File: config.mk
export PLATFORM = sky130hd
export DESIGN_NAME = directive_block_locator_flat
export DESIGN_NICKNAME = d
export VERILOG_FILES = /design/src/rtl/dbl_pkg.sv /design/src/rtl/dbl_if.sv /design/src/rtl/dbl_step.sv /design/src/rtl/directive_block_locator.sv /design/src/flat_wrapper.sv
export SDC_FILE = /design/constraint.sdc
export NUM_CORES = 1
export LEC_CHECK = 0
export ABC_AREA = 1
export ABC_CLOCK_PERIOD_IN_PS = 5500
export BUFFER_PORTS_ARGS = -buffer_cell sky130_fd_sc_hd__buf_2
export CELL_PAD_IN_SITES_DETAIL_PLACEMENT = 0
export CELL_PAD_IN_SITES_GLOBAL_PLACEMENT = 1
export CORE_MARGIN = 3
export CORE_UTILIZATION = 44
export DETAILED_ROUTE_END_ITERATION = 16
export PLACE_DENSITY = 0.88
export SETUP_SLACK_MARGIN = 0.02
export SYNTH_ARGS = -nofsm -noshare
export SYNTH_HDL_FRONTEND = slang
export SYNTH_SLANG_ARGS = --single-unit
File: constraint.sdc
create_clock -name clk -period 5.5 [get_ports clk]
set_clock_uncertainty 0.15 [all_clocks]
set_input_delay 0 -clock clk [delete_from_list [all_inputs] [get_ports clk]]
set_output_delay 0 -clock clk [all_outputs]
set_load 0.005 [all_outputs]
File: src/rtl/dbl_pkg.sv
// shared types and constants for the directive block locator
package dbl_pkg;

  localparam int unsigned DIR_LEN = 8;
  localparam logic [3:0] DIR_LEN_C = 4'd8;
  localparam logic [7:0] AT_CHAR = 8'h40;
  localparam logic [7:0] NL_CHAR = 8'h0A;

  typedef enum logic [1:0] {
    PH_SEARCH = 2'd0,
    PH_SKIP   = 2'd1,
    PH_BODY   = 2'd2,
    PH_DONE   = 2'd3
  } phase_t;

  typedef struct packed {
    logic        emit;
    logic        found;
    logic [31:0] block_offset;
    logic [31:0] block_length;
  } dbl_res_t;

  // directive text, one character per index
  function automatic logic [7:0] dir_char(input logic [2:0] idx);
    logic [7:0] c;
    case (idx)
      3'd0: c = 8'h40; // '@'
      3'd1: c = 8'h57; // 'W'
      3'd2: c = 8'h45; // 'E'
      3'd3: c = 8'h42; // 'B'
      3'd4: c = 8'h44; // 'D'
      3'd5: c = 8'h49; // 'I'
      3'd6: c = 8'h43; // 'C'
      3'd7: c = 8'h54; // 'T'
      default: c = 8'h00;
    endcase
    return c;
  endfunction

endpackage

File: src/rtl/dbl_if.sv
// valid/ready channel interfaces for input bytes and located blocks
interface dbl_in_if;
  logic       valid;
  logic       ready;
  logic [7:0] data_byte;
  logic       is_last;

  modport source (output valid, output data_byte, output is_last, input ready);
  modport sink (input valid, input data_byte, input is_last, output ready);
endinterface

interface dbl_out_if;
  logic        valid;
  logic        ready;
  logic        found;
  logic [31:0] block_offset;
  logic [31:0] block_length;

  modport source (output valid, output found, output block_offset, output block_length,
                  input ready);
  modport sink (input valid, input found, input block_offset, input block_length,
                output ready);
endinterface

File: src/rtl/dbl_step.sv
// scan state and the per-byte update and result logic
module dbl_step #(
  parameter int unsigned POS_BITS = 32
) (
  input  logic            clk,
  input  logic            rst,
  input  logic            fire,
  input  logic [7:0]      data_byte,
  input  logic            is_last,
  output dbl_pkg::dbl_res_t res
);
  import dbl_pkg::*;

  localparam int unsigned EXT_BITS = (POS_BITS > 32) ? POS_BITS : 32;

  phase_t              phase, phase_next, phase_mid;
  logic                line_start, line_start_next;
  logic [3:0]          match_count, match_count_next, mc_tmp;
  logic [POS_BITS-1:0] byte_position, byte_position_next, pos_inc;
  logic [POS_BITS-1:0] body_start, body_start_next, body_mid;
  logic                close;
  logic [POS_BITS-1:0] len_base, len;
  logic                in_body;

  function automatic logic [31:0] clamp_out(input logic [POS_BITS-1:0] v);
    logic [EXT_BITS-1:0] ext;
    ext = EXT_BITS'(v);
    if (ext > EXT_BITS'(33'h0_FFFF_FFFF)) return 32'hFFFF_FFFF;
    return ext[31:0];
  endfunction

  assign pos_inc = (byte_position == {POS_BITS{1'b1}}) ? byte_position
                                                        : byte_position + 1'b1;

  // next state
  always_comb begin
    phase_mid = phase;
    line_start_next = line_start;
    match_count_next = match_count;
    body_mid = body_start;
    close = 1'b0;
    mc_tmp = 4'd0;
    case (phase)
      PH_SKIP: begin
        if (data_byte == NL_CHAR) begin
          phase_mid = PH_BODY;
          body_mid = pos_inc;
          line_start_next = 1'b1;
        end
      end
      PH_BODY: begin
        if (line_start && data_byte == AT_CHAR) begin
          close = 1'b1;
          phase_mid = PH_DONE;
        end else begin
          line_start_next = (data_byte == NL_CHAR);
        end
      end
      PH_DONE: begin
      end
      default: begin
        if (line_start && data_byte == AT_CHAR) begin
          mc_tmp = 4'd1;
        end else if (match_count != 4'd0 && match_count < DIR_LEN_C &&
                     data_byte == dir_char(match_count[2:0])) begin
          mc_tmp = 4'(match_count + 4'd1);
        end else begin
          mc_tmp = 4'd0;
        end
        if (mc_tmp == DIR_LEN_C) begin
          phase_mid = PH_SKIP;
          match_count_next = 4'd0;
        end else begin
          match_count_next = mc_tmp;
          line_start_next = (data_byte == NL_CHAR);
        end
      end
    endcase
    phase_next = phase_mid;
    body_start_next = body_mid;
    byte_position_next = pos_inc;
    // last byte of the file starts a fresh scan
    if (is_last) begin
      phase_next = PH_SEARCH;
      line_start_next = 1'b1;
      match_count_next = 4'd0;
      byte_position_next = '0;
      body_start_next = '0;
    end
  end

  // result
  always_comb begin
    in_body = close || (phase_mid == PH_BODY);
    len_base = close ? byte_position : pos_inc;
    len = (len_base > body_mid) ? len_base - body_mid : '0;
    res.emit = close || (is_last && phase_mid != PH_DONE);
    res.found = in_body && (len != '0);
    res.block_offset = res.found ? clamp_out(body_mid) : 32'd0;
    res.block_length = res.found ? clamp_out(len) : 32'd0;
  end

  always_ff @(posedge clk) begin
    if (rst) begin
      phase <= PH_SEARCH;
      line_start <= 1'b1;
      match_count <= 4'd0;
      byte_position <= '0;
      body_start <= '0;
    end else if (fire) begin
      phase <= phase_next;
      line_start <= line_start_next;
      match_count <= match_count_next;
      byte_position <= byte_position_next;
      body_start <= body_start_next;
    end
  end

endmodule

File: src/rtl/directive_block_locator.sv
// top level: input word register, scan logic and result register
//
//  channel  | dir | payload                              | word
//  ---------+-----+--------------------------------------+-----------------------------
//  in_ch    | in  | data_byte[7:0], is_last              | one byte of the file
//  out_ch   | out | found, block_offset[31:0], block_length[31:0] | one located block
//
//  one byte is taken every cycle while out_ch is not stalled; its result passes through the
//  input register and then the result register before it is on out_ch
//  the scan state is updated from the input register
//  rst (synchronous) empties both registers and restarts the scan at file offset zero
//  a stalled result holds the output register; the input register then fills and
//  ready drops until the result is taken
module directive_block_locator #(
  parameter int unsigned POS_BITS = 32
) (
  input logic     clk,
  input logic     rst,
  dbl_in_if.sink  in_ch,
  dbl_out_if.source out_ch
);
  import dbl_pkg::*;

  // input register
  logic       in_valid_q;
  logic [7:0] in_byte_q;
  logic       in_last_q;

  // result register
  logic        out_valid;
  logic        out_found;
  logic [31:0] out_offset;
  logic [31:0] out_length;

  logic     advance;
  logic     fire;
  dbl_res_t res;

  // the scan may move on whenever the result register is free or being emptied
  assign advance = !out_valid || out_ch.ready;
  assign fire = in_valid_q && advance;
  assign in_ch.ready = !in_valid_q || advance;

  always_ff @(posedge clk) begin
    if (rst) begin
      in_valid_q <= 1'b0;
    end else if (in_ch.ready) begin
      in_valid_q <= in_ch.valid;
    end
  end

  always_ff @(posedge clk) begin
    if (in_ch.ready && in_ch.valid) begin
      in_byte_q <= in_ch.data_byte;
      in_last_q <= in_ch.is_last;
    end
  end

  dbl_step #(
    .POS_BITS(POS_BITS)
  ) u_step (
    .clk       (clk),
    .rst       (rst),
    .fire      (fire),
    .data_byte (in_byte_q),
    .is_last   (in_last_q),
    .res       (res)
  );

  // at most one result per byte; held until the sink takes it
  always_ff @(posedge clk) begin
    if (rst) begin
      out_valid <= 1'b0;
    end else if (fire && res.emit) begin
      out_valid <= 1'b1;
    end else if (out_ch.ready) begin
      out_valid <= 1'b0;
    end
  end

  always_ff @(posedge clk) begin
    if (fire && res.emit) begin
      out_found <= res.found;
      out_offset <= res.block_offset;
      out_length <= res.block_length;
    end
  end

  assign out_ch.valid = out_valid;
  assign out_ch.found = out_found;
  assign out_ch.block_offset = out_offset;
  assign out_ch.block_length = out_length;

endmodule

File: src/flat_wrapper.sv
// flat-port wrapper written by rule: the top's interface ports become plain ports
module directive_block_locator_flat import dbl_pkg::*;
#(
  parameter int unsigned POS_BITS = 32
)
  (clk, rst, in_ch_valid, in_ch_data_byte, in_ch_is_last, in_ch_ready, out_ch_valid, out_ch_found, out_ch_block_offset, out_ch_block_length, out_ch_ready);
  dbl_in_if in_ch_i ();
  dbl_out_if out_ch_i ();
  input logic clk;
  input logic rst;
  input wire logic [$bits(in_ch_i.valid)-1:0] in_ch_valid;
  input wire logic [$bits(in_ch_i.data_byte)-1:0] in_ch_data_byte;
  input wire logic [$bits(in_ch_i.is_last)-1:0] in_ch_is_last;
  output wire logic [$bits(in_ch_i.ready)-1:0] in_ch_ready;
  output wire logic [$bits(out_ch_i.valid)-1:0] out_ch_valid;
  output wire logic [$bits(out_ch_i.found)-1:0] out_ch_found;
  output wire logic [$bits(out_ch_i.block_offset)-1:0] out_ch_block_offset;
  output wire logic [$bits(out_ch_i.block_length)-1:0] out_ch_block_length;
  input wire logic [$bits(out_ch_i.ready)-1:0] out_ch_ready;
  assign in_ch_i.valid = in_ch_valid;
  assign in_ch_i.data_byte = in_ch_data_byte;
  assign in_ch_i.is_last = in_ch_is_last;
  assign in_ch_ready = in_ch_i.ready;
  assign out_ch_valid = out_ch_i.valid;
  assign out_ch_found = out_ch_i.found;
  assign out_ch_block_offset = out_ch_i.block_offset;
  assign out_ch_block_length = out_ch_i.block_length;
  assign out_ch_i.ready = out_ch_ready;
  directive_block_locator #(.POS_BITS(POS_BITS)) u_core (.clk(clk), .rst(rst), .in_ch(in_ch_i), .out_ch(out_ch_i));
endmodule
==> results.py, run 1 <==
metrics = {
    "run_status": {
        "outcome": "complete, no violations",
    },
    "clocking": {
        "clk-insertion-delay-late_ps": 440,
        "cts_buffers": 17,
        "cts_tree": "yes",
        "path_clk_slew_ps": 70,
        "htreeDepth": 4,
        "cts_sinks": 152,
        "clockRootBuffer": "clkbuf_16",
        "cts_buffer_depth": 2,
    },
    "power": {
        "p_int_w": 0.00195,
        "vdd_ir_drop_max_uv": 185,
        "p_comb_share_pct": 4.8,
        "p_sw_w": 0.000632,
        "power.leakage_nw": 5.54,
        "pwr-share-seq_pct": 46.6,
        "switching_share_pct": 24.5,
        "p_per_area_nw_per_um2": 214,
        "power_w": 0.00258,
        "clockPowerShare_pct": 48.6,
    },
    "synth": {
        "yosys.area.top_type_share_pct": 21.2,
        "ys_seq_elements": 152,
        "postSynthCellCount": 1588,
        "synthDistinctLibCells": 44,
        "synth_area_um2": 10500,
        "syn_area_per_cell_um2": 6.61,
        "yosys_warnings": 0,
        "synth-edff-count": 74,
        "syn_nets": 1640,
        "seq_area_frac_synth_pct": 36.0,
        "synthArstFlopShare_pct": 0,
        "yosys-top-cells-count": "nand2_1 (522), inv_1 (251), nor2_1 (154)",
        "yosysTopAreaCell": "edfxtp_1",
        "synth_area_leaders": "edfxtp_1 (21%), nand2_1 (19%), dfxtp_1 (15%)",
        "yosysMostFrequentCell": "nand2_1",
        "ys.flop_type": "dfxtp_1",
    },
    "finish": {
        "fin_area_um2": 12100,
        "seq_area_um2": 3780,
        "fill_cells": 2277,
        "syn2layout_area_growth_pct": 14.8,
        "layout-drive-gt1-share_pct": 12.5,
        "antennaDiodeCount": 0,
        "multi_input_area_um2": 5590,
        "final_nets": 1726,
    },
    "global_route": {
        "grt_start_max_net_pins": 71,
        "grtUsageMet3_pct": 3.59,
        "grt_busiest_layer": "met2",
        "track_usage_pct": 23.6,
        "grt_pass1_vias": 9714,
        "antenna_found_initial": 0,
        "met2_usage_pct": 39.9,
        "overflow": 0,
        "grtUsageMet1_pct": 31.0,
        "grt_pass1_wl_mm": 49.0,
    },
    "routing": {
        "route.detailed.drc": 0,
        "via_per_inst": 5.05,
        "ant_nets": 0,
        "firstDrtPassIters": 5,
        "wl_per_cell_um": 15.0,
        "initialDrtViolationCount": 759,
        "dr_total_vias": 10100,
        "wl_mm": 29.9,
    },
    "sta": {
        "slew_headroom_pct": 44.5,
        "setup_tns_ps": 0,
        "tightest_slew_ps": 832,
        "final.period_utilization_pct": 92.1,
        "layout_min_cycle_time_ps": 5070,
        "final_max_slew_viol_count": 0,
        "setup_viol_count_final": 0,
        "rsz0062_at_grt": "no",
        "fmax_mhz": 197,
        "hold_violations": 0,
    },
    "hold_path": {
        "worstHoldStart": "rst",
        "hp-class": "input port to register",
    },
    "setup_path": {
        "required_ps": 5530,
        "crit_start": "u_core.u_step.byte_position[14]$_SDFFE_PP0P_",
        "cp_data_arrival_time_ps": 5100,
        "cp-start-kind": "register",
        "cp-end-kind": "register",
        "r2r_start": "u_core.u_step.byte_position[14]$_SDFFE_PP0P_",
        "crit_type": "register to register",
        "path_max_fanout": 35,
    },
    "floorplanning": {
        "rows": 55,
        "start_util_pct": 45.6,
        "chipWidth_um": 161,
        "die_y_um": 161,
        "core_um2": 23100,
        "die-area_um2": 25800,
        "io_pins": 80,
    },
    "place": {
        "portBuffers": 79,
        "dp.final_hpwl_mm": 22.5,
        "gp_congestion": 0.998,
        "placed_cell_area_um2": 11200,
    },
    "run": {
        "max-cap-violations": 0,
    },
}
[through the flow]
step	setup slack, ps	std cells	util, %	hold WS [ps]
after detailed placement	237	1951	48.7	28.1
after CTS	206	1996	51.9	83.9
after floorplan	1060	1588	-	-51.1
final	435	2000	52.3	92.2
after global placement	271	1951	48.7	26.2
after global routing	6.17	2000	52.3	118
[critical path, cell delays in order (launching register included)]
cell      delay (ps)
dfxtp_1          450
nand2_1           80
nor3_1           320
nand2_1          170
nor3_1           370
xor2_1           180
nand2_1          130
o21ai_0          520
ha_2             460
nand2_1          170
inv_1             60
nand2_1           60
nand2_1           60
nand2_1           60
nand2_1           60
a21oi_1          170
nand2_1          110
buf_4            180
nand3b_1         120
nand2_1           80
nor2_1           110
nand2_1           60
nor2_1           120
nand3_1          120
nand2_2          130
buf_12           230
nor2_1            70
[logic make-up (layout without fill, tap and decap cells)]
logic type	after synthesis	count (layout)	share of synthesized area [%]
AO/OA/AOI/OAI	175	175	8.96
buffers and inverters	303	402	11.4
adder cells (fa/ha/maj)	39	39	4.72
flip-flops	152	152	36.0
XOR/XNOR	35	35	2.92
AND/OR/NAND/NOR	884	884	36.0
[timing repair]
| item | 4_1_cts | 5_1_grt |
|---|---|---|
| endpoints found under the setup margin | 0 | 65 |
| hold buffers | 13 | 0 |
| hold endpoints to repair | 20 | 0 |
| buffers inserted | 0 | 4 |
| gates resized for setup | 0 | 23 |
[placed cells by master (no fill, tap or decap), drive strengths merged]
cell type / n
fa: 1
o21bai: 2
dfxtp: 78
clkbuf: 19
xnor2: 4
o211ai: 4
nor4: 3
o22ai: 13
clkinvlp: 2
a21o: 1
nor2: 190
buf: 100
nor3: 37
a2bb2oi: 5
nand3: 65
a21oi: 78
dlygate4sd3: 13
clkinv: 7
edfxtp: 74
and2: 5
ha: 38
o21a: 2
a31oi: 4
xor2: 31
inv: 259
nor4b: 1
nand2: 523
nand4: 21
and3: 2
a211oi: 1
or2: 22
bufinv: 2
o21ai: 65
nor3b: 1
nand3b: 14
[state kept, by name, indices dropped and copies added (netlist names), 2 cells and up, named ones only]
signal and count:
u_core.u_step.phase 2, u_core.in_byte_q 8, u_core.u_step.body_start 32, u_core.out_ch.block_length 32
u_core.out_ch.block_offset 32, u_core.u_step.match_count 4, u_core.u_step.byte_position 32
[layer usage]
| metal | up-vias | part of all wire (%) | wire length, µm |
|---|---|---|---|
| met3 | 51 | 5.3 | 1580 |
| met4 | 0 | 2.4 | 733 |
| met1 | 4570 | 45 | 13500 |
| li1 | 5179 | - | - |
| met2 | 300 | 47 | 14100 |
| met5 | - | 0 | 0 |
[power by group through the flow]
| stage | Combinational (W) | Clock, W | Sequential, W |
|---|---|---|---|
| after floorplan | 0.0000742 | 0 | 0.00123 |
| after global placement | 0.000116 | 0 | 0.00123 |
| after detailed placement | 0.000116 | 0 | 0.00123 |
| after CTS | 0.000124 | 0.00127 | 0.00120 |
| after global routing | 0.000140 | 0.00131 | 0.00120 |
| final | 0.000123 | 0.00125 | 0.00120 |
[final timing paths]
path / end / slack, ps / cells after the start
worst min register to register: u_core.u_step.body_start[7]$_SDFFE_PP0P_ / 310 / 2
worst min-delay path: u_core.u_step.byte_position[20]$_SDFFE_PP0P_ / 90 / 3
worst max-delay path: u_core.out_ch.block_offset[2]$_SDFFCE_PN0P_ / 430 / 26
worst max register to register: u_core.out_ch.block_offset[2]$_SDFFCE_PN0P_ / 430 / 26
[area by class of cell]
class	instances	area share, %
timing repair buffer	113	5.98
clock inverter	13	1.32
clock buffer	19	3.77
sequential	152	31.4
multi-input combinational	1133	46.3
inverter	257	8.00
tap	313	3.25
Power figures use the tool's default switching activity.
==> run 2, diff against run 1 <==
Settings changed: CORE_MARGIN 3 to 2.
==> results.py, run 2 (synthesis results as in run 1) <==
metrics = {
    "place": {
        "portBuffers": 79,
        "dp_slack_ps": 219,
        "gp_congestion": 0.955,
        "dp.final_hpwl_mm": 22.5,
    },
    "power": {
        "p_per_area_nw_per_um2": 202,
        "power_w": 0.00245,
        "power.leakage_nw": 5.56,
        "vdd_ir_drop_max_uv": 185,
    },
    "floorplanning": {
        "chipWidth_um": 159,
        "rows": 56,
        "core_um2": 23500,
        "start_util_pct": 44.7,
        "die-area_um2": 25100,
        "io_pins": 80,
        "die_y_um": 159,
    },
    "global_route": {
        "grt_pass1_wl_mm": 46.9,
        "grt_pass1_vias": 9254,
        "track_usage_pct": 24.2,
        "overflow": 0,
        "antenna_found_initial": 0,
        "grt_start_max_net_pins": 71,
    },
    "clocking": {
        "htreeDepth": 4,
        "clk-insertion-delay-late_ps": 440,
        "cts_buffers": 17,
        "cts_tree": "yes",
        "cts_sinks": 152,
        "clockRootBuffer": "clkbuf_16",
        "cts_buffer_depth": 2,
        "path_clk_slew_ps": 70,
    },
    "sta": {
        "rsz0062_at_grt": "no",
        "hold_violations": 0,
        "final_max_slew_viol_count": 0,
        "setup_tns_ps": 0,
        "tightest_slew_ps": 841,
        "setup_viol_count_final": 0,
        "final.period_utilization_pct": 92.0,
        "slew_headroom_pct": 43.7,
        "fmax_mhz": 198,
        "timing.final.ws_setup_ps": 438,
        "layout_min_cycle_time_ps": 5060,
    },
    "routing": {
        "initialDrtViolationCount": 637,
        "dr_total_vias": 10038,
        "firstDrtPassIters": 5,
        "route.detailed.drc": 0,
        "via_per_inst": 4.98,
        "wl_mm": 29.7,
        "wl_per_cell_um": 14.7,
        "ant_nets": 0,
    },
    "setup_path": {
        "crit_type": "register to register",
        "cp-start-kind": "register",
        "cp_data_arrival_time_ps": 5080,
        "required_ps": 5520,
        "path_max_fanout": 19,
        "cp-end-kind": "register",
    },
    "finish": {
        "final_nets": 1737,
        "antennaDiodeCount": 0,
        "final_common_cell": "nand2_1",
        "layout-drive-gt1-share_pct": 13.0,
        "mostFrequentLayoutCells": "nand2_1 (519), inv_1 (250), nor2_1 (151)",
        "syn2layout_area_growth_pct": 15.1,
    },
    "hold_path": {
        "hp-class": "input port to register",
    },
    "run": {
        "max-cap-violations": 0,
    },
    "run_status": {
        "outcome": "complete, no violations",
    },
}
-- run 2: cell count changes in the layout (fill, tap and decap cells not counted), moves of 2 or more --
cell | previous run | this run
inv_8 | 4 | 1
buf_4 | 18 | 27
clkinv_4 | 3 | 5
nor2_2 | 37 | 35
clkinv_2 | 0 | 2
inv_6 | 1 | 4
bufinv_16 | 2 | 0
buf_6 | 0 | 2
-- run 2: path summary, 6_finish.rpt --
| kind | start | end | slack (ps) | cells past startpoint |
|---|---|---|---|---|
| setup / recovery | u_core.u_step.byte_position[5]$_SDFFE_PP0P_ | u_core.out_ch.block_offset[19]$_SDFFCE_PN0P_ | 440 | 25 |
| hold / removal | rst | u_core.u_step.body_start[10]$_SDFFE_PP0P_ | 110 | 3 |
| hold reg to reg | u_core.u_step.body_start[9]$_SDFFE_PP0P_ | u_core.u_step.body_start[9]$_SDFFE_PP0P_ | 310 | 2 |
| setup reg to reg | u_core.u_step.byte_position[5]$_SDFFE_PP0P_ | u_core.out_ch.block_offset[19]$_SDFFCE_PN0P_ | 440 | 25 |
-- run 2: power breakdown --
part | internal, W | switching [W]
logic | 0.0000413 | 0.0000831
clock network | 0.000587 | 0.000531
registers | 0.00120 | 0.00000597
-- run 2: layer usage --
metal  track usage (%)  part of all wire [%]
met5                 0                     0
met4              8.67                   2.7
met3              2.86                   4.0
met2              41.9                    47
met1              31.2                    46
-- run 2: layout make-up --
class / instances / area (µm²)
fill: 2362 / 11400
multi-input combinational: 1133 / 5590
sequential: 152 / 3780
inverter: 257 / 965
timing repair buffer: 124 / 816
clock buffer: 18 / 429
tap: 319 / 399
clock inverter: 14 / 115
-- run 2: per-stage QoR --
step,util (%),cells,hold WS [ps],instance area (µm²)
6_report,51.5,2017,107,12100
5_1_grt,51.5,2017,125,12100
4_1_cts,51.1,2015,94.2,12000
3_5_place_dp,48.2,1970,28.1,11300
3_3_place_gp,48.2,1970,26.2,11300
2_1_floorplan,-,1588,-51.1,10500
-- run 2: repair_timing --
item	in CTS	in global routing
resized for setup	0	23
hold buffers	13	0
endpoints found under the setup margin	0	65
endpoints found under the hold margin	20	0
buffers inserted	0	1
-- run 2: critical path, cell delays in order (launching register included) --
cell and delay, ps:
dfxtp_1 410, nand2_1 160, nor3_1 240, nand2_1 210, nor2_1 400, nand2_1 160
xor2_1 200, nand2_1 140, o21ai_0 360, ha_1 350, nand2_1 110, nor2_1 60
nand2_1 140, inv_1 50, a21oi_1 230, nand2_1 130, buf_4 190, nand3b_1 120
nand2_1 60, nor2_1 120, nand2_1 60, nor2_1 180, nand3_1 150, nand2_4 140
clkbuf_16 230, nor2_2 40
